**src/wss_pkg.sv**
```systemverilog
// Shared types and constants for the weighted server select block.
`default_nettype none

package wss_pkg;

    // Field widths
    localparam int CMD_W   = 2;
    localparam int SIDX_W  = 3;
    localparam int OCC_W   = 16;
    localparam int SCALE_W = 12;
    localparam int CAP_W   = 16;
    localparam int CNT_W   = 16;
    localparam int WT_W    = 12;
    localparam int SUM_W   = 15;   // up to eight weights of at most 4095
    localparam int CFG_IDX_W  = 1;
    localparam int CFG_DATA_W = 16;

    // Shared divider sizing: (capacity - occupancy) * scale over capacity
    localparam int DIV_N_W   = CAP_W + SCALE_W;
    localparam int DIV_D_W   = CAP_W;
    localparam int DIV_CNT_W = $clog2(DIV_N_W + 1);

    // Register reset values
    localparam logic [CAP_W-1:0]   CAP_RESET   = 16'd2500;
    localparam logic [SCALE_W-1:0] SCALE_RESET = 12'd1000;

    // Configuration register indexes
    typedef enum logic [CFG_IDX_W-1:0] {
        CFG_CAPACITY = 1'd0,
        CFG_SCALE    = 1'd1
    } t_cfg_reg;

    // Command codes
    typedef enum logic [CMD_W-1:0] {
        CMD_LOAD      = 2'd0,
        CMD_RECOMPUTE = 2'd1,
        CMD_SELECT    = 2'd2,
        CMD_RSVD      = 2'd3
    } t_cmd;

    // Datapath operations issued by the controller
    typedef enum logic [3:0] {
        OP_NONE,
        OP_CAPTURE,
        OP_LOAD,
        OP_RAW_MUL,
        OP_RAW_DIV,
        OP_RAW_STORE,
        OP_NRM_MUL,
        OP_NRM_DIV,
        OP_NRM_STORE,
        OP_SCAN,
        OP_SEL_UPD
    } t_dp_op;

    typedef struct packed {
        t_dp_op op;
        logic   out_push;
    } t_dp_cmd;

    typedef struct packed {
        t_cmd cmd;
        logic last;       // index register points at the last server
        logic zero;       // current division is skipped, quotient is zero
        logic match;      // draw falls in the interval under the index
        logic div_done;
        logic out_free;   // output register can take a result this cycle
    } t_dp_status;

    // Controller states
    typedef enum logic [3:0] {
        S_IDLE,
        S_DECODE,
        S_RAW_MUL,
        S_RAW_DIV,
        S_RAW_WAIT,
        S_NRM_MUL,
        S_NRM_DIV,
        S_NRM_WAIT,
        S_SCAN,
        S_UPD,
        S_DONE
    } t_state;

endpackage

`default_nettype wire

```
**src/wss_if.sv**
```systemverilog
// Channel interfaces: request input, result output and configuration write.
`default_nettype none

interface wss_in_if;
    logic                          valid;
    logic                          ready;
    logic [wss_pkg::CMD_W-1:0]     command;
    logic [wss_pkg::SIDX_W-1:0]    server_index;
    logic [wss_pkg::OCC_W-1:0]     occupancy_value;
    logic [wss_pkg::SCALE_W-1:0]   random_value;

    modport source (output valid, command, server_index, occupancy_value, random_value,
                    input ready);
    modport sink   (input valid, command, server_index, occupancy_value, random_value,
                    output ready);
endinterface

interface wss_out_if;
    logic                          valid;
    logic                          ready;
    logic [wss_pkg::SIDX_W-1:0]    selected_server;
    logic                          interval_matched;
    logic [wss_pkg::OCC_W-1:0]     occupancy_after;
    logic [wss_pkg::CNT_W-1:0]     times_selected;

    modport source (output valid, selected_server, interval_matched, occupancy_after,
                    times_selected, input ready);
    modport sink   (input valid, selected_server, interval_matched, occupancy_after,
                    times_selected, output ready);
endinterface

interface wss_cfg_if;
    logic                              valid;
    logic                              ready;
    logic [wss_pkg::CFG_IDX_W-1:0]     index;
    logic [wss_pkg::CFG_DATA_W-1:0]    data;

    modport source (output valid, index, data, input ready);
    modport sink   (input valid, index, data, output ready);
endinterface

`default_nettype wire

```
**src/wss_div.sv**
```systemverilog
// Restoring divider, one quotient bit per cycle, shared by both recompute passes.
`default_nettype none

module wss_div (
    input  wire logic                          i_clk,
    input  wire logic                          i_rst_n,
    input  wire logic                          i_start,
    input  wire logic [wss_pkg::DIV_N_W-1:0]   i_dividend,
    input  wire logic [wss_pkg::DIV_D_W-1:0]   i_divisor,
    output logic                               o_done,
    output logic [wss_pkg::DIV_N_W-1:0]        o_quotient
);

    logic                            r_busy;
    logic                            r_done;
    logic [wss_pkg::DIV_CNT_W-1:0]   r_cnt;
    logic [wss_pkg::DIV_D_W-1:0]     r_rem;
    logic [wss_pkg::DIV_N_W-1:0]     r_quo;
    logic [wss_pkg::DIV_D_W-1:0]     r_dsr;

    logic [wss_pkg::DIV_D_W:0]       w_shift;
    logic [wss_pkg::DIV_D_W:0]       w_diff;
    logic                            w_ge;

    // One trial subtraction per cycle
    assign w_shift = {r_rem, r_quo[wss_pkg::DIV_N_W-1]};
    assign w_ge    = (w_shift >= {1'b0, r_dsr});
    assign w_diff  = w_shift - {1'b0, r_dsr};

    // Control: busy window and done pulse
    always_ff @(posedge i_clk) begin
        if (!i_rst_n) begin
            r_busy <= 1'b0;
            r_done <= 1'b0;
            r_cnt  <= '0;
        end else begin
            r_done <= 1'b0;
            if (i_start) begin
                r_busy <= 1'b1;
                r_cnt  <= wss_pkg::DIV_CNT_W'(wss_pkg::DIV_N_W);
            end else if (r_busy) begin
                r_cnt <= r_cnt - 1'b1;
                if (r_cnt == wss_pkg::DIV_CNT_W'(1)) begin
                    r_busy <= 1'b0;
                    r_done <= 1'b1;
                end
            end
        end
    end

    // Partial remainder and quotient shift register
    always_ff @(posedge i_clk) begin
        if (i_start) begin
            r_rem <= '0;
            r_quo <= i_dividend;
            r_dsr <= i_divisor;
        end else if (r_busy) begin
            r_rem <= w_ge ? w_diff[wss_pkg::DIV_D_W-1:0] : w_shift[wss_pkg::DIV_D_W-1:0];
            r_quo <= {r_quo[wss_pkg::DIV_N_W-2:0], w_ge};
        end
    end

    assign o_done     = r_done;
    assign o_quotient = r_quo;

endmodule

`default_nettype wire

```
**src/wss_datapath.sv**
```systemverilog
// Datapath: per-server state, weight arithmetic, interval scan and result register.
`default_nettype none

module wss_datapath #(
    parameter int NUM_SERVERS = 5
) (
    input  wire logic                              i_clk,
    input  wire logic                              i_rst_n,
    // configuration writes
    input  wire logic                              i_cfg_we,
    input  wire logic [wss_pkg::CFG_IDX_W-1:0]     i_cfg_index,
    input  wire logic [wss_pkg::CFG_DATA_W-1:0]    i_cfg_data,
    // request payload
    input  wire logic [wss_pkg::CMD_W-1:0]         i_command,
    input  wire logic [wss_pkg::SIDX_W-1:0]        i_server_index,
    input  wire logic [wss_pkg::OCC_W-1:0]         i_occupancy_value,
    input  wire logic [wss_pkg::SCALE_W-1:0]       i_random_value,
    // result channel
    input  wire logic                              i_out_ready,
    output logic                                   o_out_valid,
    output logic [wss_pkg::SIDX_W-1:0]             o_selected_server,
    output logic                                   o_interval_matched,
    output logic [wss_pkg::OCC_W-1:0]              o_occupancy_after,
    output logic [wss_pkg::CNT_W-1:0]              o_times_selected,
    // controller link
    input  wire wss_pkg::t_dp_cmd                  i_cmd,
    output wss_pkg::t_dp_status                    o_status
);

    localparam int IDX_W = $clog2(NUM_SERVERS);
    localparam logic [IDX_W-1:0] LAST_IDX = IDX_W'(NUM_SERVERS - 1);
    localparam int NRM_W = wss_pkg::WT_W + wss_pkg::SCALE_W;

    // Configuration registers
    logic [wss_pkg::CAP_W-1:0]     r_cap;
    logic [wss_pkg::SCALE_W-1:0]   r_scale;

    // Per-server state
    logic [wss_pkg::OCC_W-1:0]     r_occ [NUM_SERVERS];
    logic [wss_pkg::WT_W-1:0]      r_wt  [NUM_SERVERS];
    logic [wss_pkg::WT_W-1:0]      r_off [NUM_SERVERS];
    logic [wss_pkg::CNT_W-1:0]     r_cnt [NUM_SERVERS];
    logic [wss_pkg::WT_W-1:0]      r_raw [NUM_SERVERS];

    // Captured request
    wss_pkg::t_cmd                 r_cmd;
    logic [wss_pkg::SIDX_W-1:0]    r_in_idx;
    logic [wss_pkg::OCC_W-1:0]     r_in_occ;
    logic [wss_pkg::SCALE_W-1:0]   r_draw;

    // Working registers
    logic [IDX_W-1:0]              r_idx;
    logic [wss_pkg::DIV_N_W-1:0]   r_prod;
    logic                          r_zero;
    logic [wss_pkg::SUM_W-1:0]     r_sum;
    logic [wss_pkg::WT_W-1:0]      r_run;
    logic                          r_match;

    // Pending result and output register
    logic [wss_pkg::SIDX_W-1:0]    r_res_sel;
    logic                          r_res_match;
    logic [wss_pkg::OCC_W-1:0]     r_res_occ;
    logic [wss_pkg::CNT_W-1:0]     r_res_cnt;
    logic                          r_out_valid;
    logic [wss_pkg::SIDX_W-1:0]    r_out_sel;
    logic                          r_out_match;
    logic [wss_pkg::OCC_W-1:0]     r_out_occ;
    logic [wss_pkg::CNT_W-1:0]     r_out_cnt;

    // Divider link
    logic                          w_div_start;
    logic [wss_pkg::DIV_D_W-1:0]   w_div_dsr;
    logic                          w_div_done;
    logic [wss_pkg::DIV_N_W-1:0]   w_div_quo;

    // Read port at the index register
    logic [wss_pkg::OCC_W-1:0]     w_occ_rd;
    logic [wss_pkg::CNT_W-1:0]     w_cnt_rd;
    logic [wss_pkg::WT_W-1:0]      w_wt_rd;
    logic [wss_pkg::WT_W-1:0]      w_off_rd;
    logic [wss_pkg::WT_W-1:0]      w_raw_rd;
    logic [wss_pkg::OCC_W-1:0]     w_occ_inc;
    logic [wss_pkg::CNT_W-1:0]     w_cnt_inc;
    logic [wss_pkg::CAP_W-1:0]     w_spare;
    logic [wss_pkg::DIV_N_W-1:0]   w_raw_prod;
    logic [NRM_W-1:0]              w_nrm_prod;
    logic [wss_pkg::WT_W-1:0]      w_quo12;
    logic [wss_pkg::WT_W-1:0]      w_new_wt;
    logic [wss_pkg::WT_W-1:0]      w_new_run;
    logic                          w_match;
    logic                          w_load_ok;
    logic                          w_out_free;

    assign w_occ_rd = r_occ[r_idx];
    assign w_cnt_rd = r_cnt[r_idx];
    assign w_wt_rd  = r_wt[r_idx];
    assign w_off_rd = r_off[r_idx];
    assign w_raw_rd = r_raw[r_idx];

    // Saturating increments for the select update
    assign w_occ_inc = (w_occ_rd == '1) ? w_occ_rd : w_occ_rd + 1'b1;
    assign w_cnt_inc = (w_cnt_rd == '1) ? w_cnt_rd : w_cnt_rd + 1'b1;

    // Products feeding the divider
    assign w_spare    = r_cap - w_occ_rd;
    assign w_raw_prod = wss_pkg::DIV_N_W'(w_spare) * wss_pkg::DIV_N_W'(r_scale);
    assign w_nrm_prod = NRM_W'(w_raw_rd) * NRM_W'(r_scale);

    // Quotients never exceed the scale, so the low bits carry the value
    assign w_quo12   = w_div_quo[wss_pkg::WT_W-1:0];
    assign w_new_wt  = r_zero ? '0 : w_quo12;
    assign w_new_run = r_run + w_new_wt;

    // Interval [offset - weight, offset) test for the server under the index
    assign w_match = (w_wt_rd <= w_off_rd) && (r_draw >= (w_off_rd - w_wt_rd))
                     && (r_draw < w_off_rd);

    assign w_load_ok = ({1'b0, r_in_idx} < (wss_pkg::SIDX_W + 1)'(NUM_SERVERS));

    assign w_div_start = (i_cmd.op == wss_pkg::OP_RAW_DIV) || (i_cmd.op == wss_pkg::OP_NRM_DIV);
    assign w_div_dsr   = (i_cmd.op == wss_pkg::OP_NRM_DIV) ? wss_pkg::DIV_D_W'(r_sum) : r_cap;

    wss_div u_div (
        .i_clk      (i_clk),
        .i_rst_n    (i_rst_n),
        .i_start    (w_div_start),
        .i_dividend (r_prod),
        .i_divisor  (w_div_dsr),
        .o_done     (w_div_done),
        .o_quotient (w_div_quo)
    );

    // Configuration registers
    always_ff @(posedge i_clk) begin
        if (!i_rst_n) begin
            r_cap   <= wss_pkg::CAP_RESET;
            r_scale <= wss_pkg::SCALE_RESET;
        end else if (i_cfg_we) begin
            unique case (wss_pkg::t_cfg_reg'(i_cfg_index))
                wss_pkg::CFG_CAPACITY: r_cap   <= i_cfg_data[wss_pkg::CAP_W-1:0];
                wss_pkg::CFG_SCALE:    r_scale <= i_cfg_data[wss_pkg::SCALE_W-1:0];
                default: ;
            endcase
        end
    end

    // Per-server state with reset values
    always_ff @(posedge i_clk) begin
        if (!i_rst_n) begin
            for (int i = 0; i < NUM_SERVERS; i++) begin
                r_occ[i] <= '0;
                r_wt[i]  <= '0;
                r_off[i] <= '0;
                r_cnt[i] <= '0;
            end
        end else begin
            case (i_cmd.op)
                wss_pkg::OP_LOAD: begin
                    if (w_load_ok) begin
                        r_occ[r_in_idx[IDX_W-1:0]] <= r_in_occ;
                    end
                end
                wss_pkg::OP_NRM_STORE: begin
                    r_wt[r_idx]  <= w_new_wt;
                    r_off[r_idx] <= w_new_run;
                end
                wss_pkg::OP_SEL_UPD: begin
                    r_occ[r_idx] <= w_occ_inc;
                    r_cnt[r_idx] <= w_cnt_inc;
                end
                default: ;
            endcase
        end
    end

    // Request capture and working registers
    always_ff @(posedge i_clk) begin
        case (i_cmd.op)
            wss_pkg::OP_CAPTURE: begin
                r_cmd       <= wss_pkg::t_cmd'(i_command);
                r_in_idx    <= i_server_index;
                r_in_occ    <= i_occupancy_value;
                r_draw      <= i_random_value;
                r_idx       <= '0;
                r_sum       <= '0;
                r_run       <= '0;
                r_res_sel   <= '0;
                r_res_match <= 1'b0;
                r_res_occ   <= '0;
                r_res_cnt   <= '0;
            end
            wss_pkg::OP_LOAD: begin
                r_res_occ <= w_load_ok ? r_in_occ : '0;
            end
            wss_pkg::OP_RAW_MUL: begin
                r_prod <= w_raw_prod;
                r_zero <= (r_cap == '0) || (w_occ_rd > r_cap);
            end
            wss_pkg::OP_RAW_STORE: begin
                r_raw[r_idx] <= w_new_wt;
                r_sum        <= r_sum + wss_pkg::SUM_W'(w_new_wt);
                r_idx        <= (r_idx == LAST_IDX) ? '0 : r_idx + 1'b1;
            end
            wss_pkg::OP_NRM_MUL: begin
                r_prod <= wss_pkg::DIV_N_W'(w_nrm_prod);
                r_zero <= (r_sum == '0);
            end
            wss_pkg::OP_NRM_STORE: begin
                r_run <= w_new_run;
                r_idx <= (r_idx == LAST_IDX) ? '0 : r_idx + 1'b1;
            end
            wss_pkg::OP_SCAN: begin
                r_match <= w_match;
                if (!w_match && (r_idx != LAST_IDX)) begin
                    r_idx <= r_idx + 1'b1;
                end
            end
            wss_pkg::OP_SEL_UPD: begin
                r_res_sel   <= wss_pkg::SIDX_W'(r_idx);
                r_res_match <= r_match;
                r_res_occ   <= w_occ_inc;
                r_res_cnt   <= w_cnt_inc;
            end
            default: ;
        endcase
    end

    // Output register: takes a result while the previous one is being taken
    assign w_out_free = !r_out_valid || i_out_ready;

    always_ff @(posedge i_clk) begin
        if (!i_rst_n) begin
            r_out_valid <= 1'b0;
        end else if (i_cmd.out_push) begin
            r_out_valid <= 1'b1;
        end else if (i_out_ready) begin
            r_out_valid <= 1'b0;
        end
    end

    always_ff @(posedge i_clk) begin
        if (i_cmd.out_push) begin
            r_out_sel   <= r_res_sel;
            r_out_match <= r_res_match;
            r_out_occ   <= r_res_occ;
            r_out_cnt   <= r_res_cnt;
        end
    end

    assign o_out_valid        = r_out_valid;
    assign o_selected_server  = r_out_sel;
    assign o_interval_matched = r_out_match;
    assign o_occupancy_after  = r_out_occ;
    assign o_times_selected   = r_out_cnt;

    // Status back to the controller
    always_comb begin
        o_status.cmd      = r_cmd;
        o_status.last     = (r_idx == LAST_IDX);
        o_status.zero     = r_zero;
        o_status.match    = w_match;
        o_status.div_done = w_div_done;
        o_status.out_free = w_out_free;
    end

endmodule

`default_nettype wire

```
**src/wss_ctrl.sv**
```systemverilog
// Controller: sequences load, recompute and select over the datapath.
`default_nettype none

module wss_ctrl (
    input  wire logic                   i_clk,
    input  wire logic                   i_rst_n,
    input  wire logic                   i_in_valid,
    output logic                        o_in_ready,
    input  wire wss_pkg::t_dp_status    i_status,
    output wss_pkg::t_dp_cmd            o_cmd
);

    wss_pkg::t_state r_state;
    wss_pkg::t_state n_state;

    // State register
    always_ff @(posedge i_clk) begin
        if (!i_rst_n) begin
            r_state <= wss_pkg::S_IDLE;
        end else begin
            r_state <= n_state;
        end
    end

    // Next state and datapath commands
    always_comb begin
        n_state      = r_state;
        o_cmd.op     = wss_pkg::OP_NONE;
        o_cmd.out_push = 1'b0;
        o_in_ready   = 1'b0;
        unique case (r_state)
            wss_pkg::S_IDLE: begin
                o_in_ready = 1'b1;
                if (i_in_valid) begin
                    o_cmd.op = wss_pkg::OP_CAPTURE;
                    n_state  = wss_pkg::S_DECODE;
                end
            end
            wss_pkg::S_DECODE: begin
                unique case (i_status.cmd)
                    wss_pkg::CMD_LOAD: begin
                        o_cmd.op = wss_pkg::OP_LOAD;
                        n_state  = wss_pkg::S_DONE;
                    end
                    wss_pkg::CMD_RECOMPUTE: n_state = wss_pkg::S_RAW_MUL;
                    wss_pkg::CMD_SELECT:    n_state = wss_pkg::S_SCAN;
                    default:                n_state = wss_pkg::S_DONE;
                endcase
            end
            // First pass: raw weight of each server
            wss_pkg::S_RAW_MUL: begin
                o_cmd.op = wss_pkg::OP_RAW_MUL;
                n_state  = wss_pkg::S_RAW_DIV;
            end
            wss_pkg::S_RAW_DIV: begin
                if (i_status.zero) begin
                    o_cmd.op = wss_pkg::OP_RAW_STORE;
                    n_state  = i_status.last ? wss_pkg::S_NRM_MUL : wss_pkg::S_RAW_MUL;
                end else begin
                    o_cmd.op = wss_pkg::OP_RAW_DIV;
                    n_state  = wss_pkg::S_RAW_WAIT;
                end
            end
            wss_pkg::S_RAW_WAIT: begin
                if (i_status.div_done) begin
                    o_cmd.op = wss_pkg::OP_RAW_STORE;
                    n_state  = i_status.last ? wss_pkg::S_NRM_MUL : wss_pkg::S_RAW_MUL;
                end
            end
            // Second pass: normalized weights and running offsets
            wss_pkg::S_NRM_MUL: begin
                o_cmd.op = wss_pkg::OP_NRM_MUL;
                n_state  = wss_pkg::S_NRM_DIV;
            end
            wss_pkg::S_NRM_DIV: begin
                if (i_status.zero) begin
                    o_cmd.op = wss_pkg::OP_NRM_STORE;
                    n_state  = i_status.last ? wss_pkg::S_DONE : wss_pkg::S_NRM_MUL;
                end else begin
                    o_cmd.op = wss_pkg::OP_NRM_DIV;
                    n_state  = wss_pkg::S_NRM_WAIT;
                end
            end
            wss_pkg::S_NRM_WAIT: begin
                if (i_status.div_done) begin
                    o_cmd.op = wss_pkg::OP_NRM_STORE;
                    n_state  = i_status.last ? wss_pkg::S_DONE : wss_pkg::S_NRM_MUL;
                end
            end
            // Walk the intervals until a hit or the last server
            wss_pkg::S_SCAN: begin
                o_cmd.op = wss_pkg::OP_SCAN;
                if (i_status.match || i_status.last) begin
                    n_state = wss_pkg::S_UPD;
                end
            end
            wss_pkg::S_UPD: begin
                o_cmd.op = wss_pkg::OP_SEL_UPD;
                n_state  = wss_pkg::S_DONE;
            end
            wss_pkg::S_DONE: begin
                if (i_status.out_free) begin
                    o_cmd.out_push = 1'b1;
                    n_state        = wss_pkg::S_IDLE;
                end
            end
            default: n_state = wss_pkg::S_IDLE;
        endcase
    end

endmodule

`default_nettype wire

```
**src/weighted_server_select.sv**
```systemverilog
// Weighted server select: one transaction in, one result out per command.
// Load captures the request, writes the occupancy and pushes the result; select scans k servers (1..NUM_SERVERS).
// Recompute makes two passes over the servers on the shared 28-bit divider, which yields
// one quotient bit per cycle (a division is skipped where its quotient is zero).
// A new transaction is taken while the previous result waits in the output register.
// Synchronous active-low reset: registers to 2500/1000, occupancy, weights, offsets and counts to zero.
`default_nettype none

module weighted_server_select #(
    parameter int NUM_SERVERS = 5
) (
    input  wire logic   i_clk,
    input  wire logic   i_rst_n,
    wss_in_if.sink      i_in,
    wss_out_if.source   o_out,
    wss_cfg_if.sink     i_cfg
);

    wss_pkg::t_dp_cmd     w_cmd;
    wss_pkg::t_dp_status  w_status;
    logic                 w_in_ready;

    // Configuration writes are taken at any time
    assign i_cfg.ready = 1'b1;
    assign i_in.ready  = w_in_ready;

    wss_ctrl u_ctrl (
        .i_clk      (i_clk),
        .i_rst_n    (i_rst_n),
        .i_in_valid (i_in.valid),
        .o_in_ready (w_in_ready),
        .i_status   (w_status),
        .o_cmd      (w_cmd)
    );

    wss_datapath #(
        .NUM_SERVERS (NUM_SERVERS)
    ) u_datapath (
        .i_clk              (i_clk),
        .i_rst_n            (i_rst_n),
        .i_cfg_we           (i_cfg.valid),
        .i_cfg_index        (i_cfg.index),
        .i_cfg_data         (i_cfg.data),
        .i_command          (i_in.command),
        .i_server_index     (i_in.server_index),
        .i_occupancy_value  (i_in.occupancy_value),
        .i_random_value     (i_in.random_value),
        .i_out_ready        (o_out.ready),
        .o_out_valid        (o_out.valid),
        .o_selected_server  (o_out.selected_server),
        .o_interval_matched (o_out.interval_matched),
        .o_occupancy_after  (o_out.occupancy_after),
        .o_times_selected   (o_out.times_selected),
        .i_cmd              (w_cmd),
        .o_status           (w_status)
    );

endmodule

`default_nettype wire
```
**src/flat_wrapper.sv**
```systemverilog
// flat-port wrapper written by rule: the top's interface ports become plain ports
module weighted_server_select_flat 
#(
    parameter int NUM_SERVERS = 5
)
  (i_clk, i_rst_n, i_in_valid, i_in_command, i_in_server_index, i_in_occupancy_value, i_in_random_value, i_in_ready, o_out_valid, o_out_selected_server, o_out_interval_matched, o_out_occupancy_after, o_out_times_selected, o_out_ready, i_cfg_valid, i_cfg_index, i_cfg_data, i_cfg_ready);
  wss_in_if i_in_i ();
  wss_out_if o_out_i ();
  wss_cfg_if i_cfg_i ();
  input  wire logic i_clk;
  input  wire logic i_rst_n;
  input wire logic [$bits(i_in_i.valid)-1:0] i_in_valid;
  input wire logic [$bits(i_in_i.command)-1:0] i_in_command;
  input wire logic [$bits(i_in_i.server_index)-1:0] i_in_server_index;
  input wire logic [$bits(i_in_i.occupancy_value)-1:0] i_in_occupancy_value;
  input wire logic [$bits(i_in_i.random_value)-1:0] i_in_random_value;
  output wire logic [$bits(i_in_i.ready)-1:0] i_in_ready;
  output wire logic [$bits(o_out_i.valid)-1:0] o_out_valid;
  output wire logic [$bits(o_out_i.selected_server)-1:0] o_out_selected_server;
  output wire logic [$bits(o_out_i.interval_matched)-1:0] o_out_interval_matched;
  output wire logic [$bits(o_out_i.occupancy_after)-1:0] o_out_occupancy_after;
  output wire logic [$bits(o_out_i.times_selected)-1:0] o_out_times_selected;
  input wire logic [$bits(o_out_i.ready)-1:0] o_out_ready;
  input wire logic [$bits(i_cfg_i.valid)-1:0] i_cfg_valid;
  input wire logic [$bits(i_cfg_i.index)-1:0] i_cfg_index;
  input wire logic [$bits(i_cfg_i.data)-1:0] i_cfg_data;
  output wire logic [$bits(i_cfg_i.ready)-1:0] i_cfg_ready;
  assign i_in_i.valid = i_in_valid;
  assign i_in_i.command = i_in_command;
  assign i_in_i.server_index = i_in_server_index;
  assign i_in_i.occupancy_value = i_in_occupancy_value;
  assign i_in_i.random_value = i_in_random_value;
  assign i_in_ready = i_in_i.ready;
  assign o_out_valid = o_out_i.valid;
  assign o_out_selected_server = o_out_i.selected_server;
  assign o_out_interval_matched = o_out_i.interval_matched;
  assign o_out_occupancy_after = o_out_i.occupancy_after;
  assign o_out_times_selected = o_out_i.times_selected;
  assign o_out_i.ready = o_out_ready;
  assign i_cfg_i.valid = i_cfg_valid;
  assign i_cfg_i.index = i_cfg_index;
  assign i_cfg_i.data = i_cfg_data;
  assign i_cfg_ready = i_cfg_i.ready;
  weighted_server_select #(.NUM_SERVERS(NUM_SERVERS)) u_core (.i_clk(i_clk), .i_rst_n(i_rst_n), .i_in(i_in_i), .o_out(o_out_i), .i_cfg(i_cfg_i));
endmodule
```
**config.mk**
```make
export PLATFORM = sky130hd
export DESIGN_NAME = weighted_server_select_flat
export DESIGN_NICKNAME = d
export VERILOG_FILES = /design/src/wss_pkg.sv /design/src/wss_if.sv /design/src/wss_div.sv /design/src/wss_datapath.sv /design/src/wss_ctrl.sv /design/src/weighted_server_select.sv /design/src/flat_wrapper.sv
export SDC_FILE = /design/constraint.sdc
export NUM_CORES = 2
export LEC_CHECK = 0
export ABC_AREA = 1
export BUFFER_PORTS_ARGS = -buffer_cell sky130_fd_sc_hd__buf_2
export CAP_MARGIN = 20
export CORE_UTILIZATION = 60
export CTS_BUF_LIST = sky130_fd_sc_hd__clkbuf_16
export DETAILED_ROUTE_END_ITERATION = 7
export GPL_TIMING_DRIVEN = 0
export PLACE_DENSITY = 0.8
export REMOVE_ABC_BUFFERS = 1
export SETUP_SLACK_MARGIN = 0.1
export SLEW_MARGIN = 20
export SYNTH_ARGS = -nofsm -noshare
export SYNTH_HDL_FRONTEND = slang
export SYNTH_HIERARCHICAL = 1
export SYNTH_SLANG_ARGS = --single-unit
```
**constraint.sdc**
```tcl
create_clock -name i_clk -period 11.4 [get_ports i_clk]
set_input_delay 2.28 -clock i_clk [delete_from_list [all_inputs] [get_ports i_clk]]
set_output_delay 2.28 -clock i_clk [all_outputs]
set_load 0.05 [all_outputs]
```
==> flow_results.org <==
** Routing
- Post-route DRC violation count :: 0
- Routed wire per std cell :: 19.4 um
- Violation count after the first detailed-route iteration :: 4275
- The final route contains 37300 vias.
- The count of nets left with antenna violations once routing finished came out at 0.
- Total length of routed met2 wires :: 58600 um
- Routed length on met3 :: 12200 um
- Wire length on met1 :: 47500 um
- Highest layer used for signal routing :: met4
- DR pass1 iterations :: 6
- After detailed routing, the total wire length is 123000 um.
- Drt via density :: 5.86

** Yosys
- Cell area after synthesis :: 0.0480 sq mm
- Counting instances in the post-synthesis netlist gives the leading cell types as nand2_1, nor2_1, edfxtp_1.
- Yosys synthesis warning count :: 6
- Yosys attributes the largest share of cell area to edfxtp_1, fa_1, nand2_1, nor2_1, ha_1.
- Sequential cell area fraction in the yosys report :: 47.3%
- Among all cell types in the netlist, the one instantiated most often is nand2_1.
- Number of different library cells in the post-synthesis netlist :: 55
- After technology mapping, the gate count stands at 5236.
- In this run the biggest area consumer among cell types represents 44.8% of the synthesized area.
- Count of state elements after synthesis :: 776
- Number of enable flip-flop cells after synthesis :: 717
- Counting flops with an async set or reset pin after synthesis yields a share of 0%.
- In the synthesized netlist the dominant register cell turns out to be edfxtp_1.
- Synthesized area divided by synthesized cell count :: 9.17 sq um
- Cell type with the highest aggregate area in the netlist :: edfxtp_1

** Floorplanning
- Count of standard-cell rows :: 103
- Pin placement for this block handled 94 I/O pins.
- The die covers 0.0812 sq mm.
- Die height :: 285 um
- The initial utilization of the core area, before any placement, comes to 60.7%.
- The die is 285 um wide.
- Placeable core area :: 0.0791 sq mm

** Place
- Sum of net half-perimeters after detailed placement :: 83800 um
- Routability-driven placement finished with a final weighted congestion of 0.953.
- Input and output buffers added on the ports amount to 92.

** Setup path
- The setup path with the least slack is of type flip-flop to flip-flop.
- Largest stage delay on the critical path :: 0.79 ns
- Endpoint class of the critical path :: flip-flop
- Cell occurring most often along the worst timing path :: nand2_1
- The worst setup path is launched from a flip-flop.
- WP data arrival :: 9.96 ns
- STA puts the critical path data required time at 11.79 ns.
- Crit path max-delay cell type :: dfxtp_4
- Along the worst path, the maximum fanout reaches 67.

** CTS
- TritonCTS built the clock tree.
- Number of buffers between clock root and the deepest sink :: 3
- Clk slew on worst S/H paths :: 0.06 ns
- Post-CTS resize count :: 0
- In this run the clock root is driven by a clkbuf_16.
- Number of buffers created by CTS :: 81
- The clock drives 776 sinks.
- After clock tree synthesis, the flow added hold-fix buffers numbering 0.
- The clock reaches the later pin of the worst-skew pair after 0.66 ns.
- Number of setup buffers added after CTS :: 0
- In this run the number of H-tree levels came out at 3.

** Timing
- Headroom to the max-slew limit came out at 21.6%.
- Pins Over Slew Limit :: 0
- Final period utilization :: 84.0%
- Clk_skew :: 0.0401 ns
- Setup repair after global routing left no endpoint under its margin.
- Final-report setup violation count :: 0
- The worst path in the final design needs a cycle of 9.58 ns, including I/O delays and setup.
- At the pin with the least slew margin, the transition time is 1.17 ns.
- Hold violation count in the final report :: 0
- Based on the critical path, the design can be clocked at up to 104 MHz.

** Final layout
- Post-layout util :: 65.9%
- Final antenna diode count :: 0
- Compared with the post-synthesis result, the final layout area differs by 8.66%.
- Layout cells sized above 1 :: 7.70%
- Nets :: 5768

** GRT
- Global routing used 30.0% of the available tracks.
- The total overflow left after global routing is 0.
- The number of antenna violations at the first check in global routing came to 0.
- Entering global routing, the biggest net connects 184 pins.
- The first global-routing pass estimated 190000 um of wire.
- Via count of the first global-routing pass :: 35800

** Outcome
- The run finished with clean final reports.

** Min path
- Class of the tightest hold or removal check :: flip-flop to flip-flop

** Job
- The tool flagged a number of max-cap violations equal to 0.
==> logic make-up (layout without fill, tap and decap cells) <==
group / Yosys count / after routing / synth area share, %
compound gates: 815 / 815 / 9.26
xor+xnor: 62 / 62 / 1.13
fa+ha+maj: 470 / 470 / 16.1
buf+inv: 936 / 1010 / 7.76
flops: 776 / 776 / 47.3
mux: 1 / 1 / 0.0208
other cells: 1 / 1 / 0.00781
simple gates: 2175 / 2175 / 18.4
==> critical path, delay by kind of cell (launching register included) <==
| kind | cells | cell delay, ns |
|---|---|---|
| buffers and inverters | 7 | 0.92 |
| flip-flops | 1 | 0.79 |
| AO/OA/AOI/OAI | 5 | 1.01 |
| XOR/XNOR | 1 | 0.75 |
| AND/OR/NAND/NOR | 20 | 2.22 |
| adder cells (fa/ha/maj) | 8 | 3.55 |
==> flip-flops by register name, indices dropped and copies added (netlist names), 28 cells and up, named ones only <==
name	cells
u_core/u_datapath/r_cnt	128
u_core/u_datapath/r_occ	128
u_core/u_datapath/r_off	96
u_core/u_datapath/r_wt	96
u_core/u_datapath/r_raw	60
u_core/u_datapath/r_prod	28
u_core/u_datapath/u_div/o_quotient	28
==> cells in the final DEF (no fill, tap or decap), drive strengths merged, types with 23 or more instances in the layout <==
master | Yosys | routed
nand2 | 1101 | 1101
nor2 | 826 | 826
inv | 722 | 746
edfxtp | 717 | 717
o21ai | 426 | 426
a21oi | 252 | 252
fa | 245 | 245
ha | 225 | 225
nand3 | 171 | 171
buf | 92 | 126
clkbuf | 111 | 82
dfxtp | 59 | 59
clkinv | 11 | 47
o22ai | 43 | 43
xor2 | 41 | 41
nand4 | 24 | 24
o221ai | 23 | 23
==> metal layers <==
metal	vias to the layer above	global-route usage [%]
li1	17100	-
met1	17800	39.8
met2	2004	49.5
met3	322	4.67
met4	0	12.1
met5	-	0
==> final timing paths <==
| kind | endpoint | slack [ns] | startpoint | depth (start not counted) |
|---|---|---|---|---|
| max reg2reg | u_core/u_datapath/r_prod[24] | 1.82 | flip-flop | 41 |
| min | u_core/u_datapath/o_selected_server[2] | 0.41 | u_core/u_datapath/r_res_sel[2] | 0 |
| min reg2reg | u_core/u_datapath/o_selected_server[2] | 0.41 | u_core/u_datapath/r_res_sel[2] | 0 |
| max | u_core/u_datapath/r_prod[24] | 1.82 | flip-flop | 41 |
==> area by class of cell <==
type	count	area [sq um]
inverter	733	2780
timing repair buffer	127	1060
multi-input combinational	3524	21700
clock buffer	81	2030
sequential	776	22700
clock inverter	69	556
fill	6015	26900
tap	1050	1310
==> stage by stage <==
step	worst slack (ns)	setup TNS, ns	area [sq um]	hold WS [ns]	instances
finish	1.82	0	52200	0.408	6360
global route	1.33	0	52200	0.412	6360
CTS	2.00	0	52100	0.408	6358
detailed placement	2.11	0	49500	0.405	6208
global placement	-8.68	-1118.55	48800	0.403	6175
floorplan	-1.52	-23.17	47100	0.400	5033
Power is left out: the tool's default activity adds up to more than one toggle a clock period on the data nets, which glitch-free logic cannot reach.
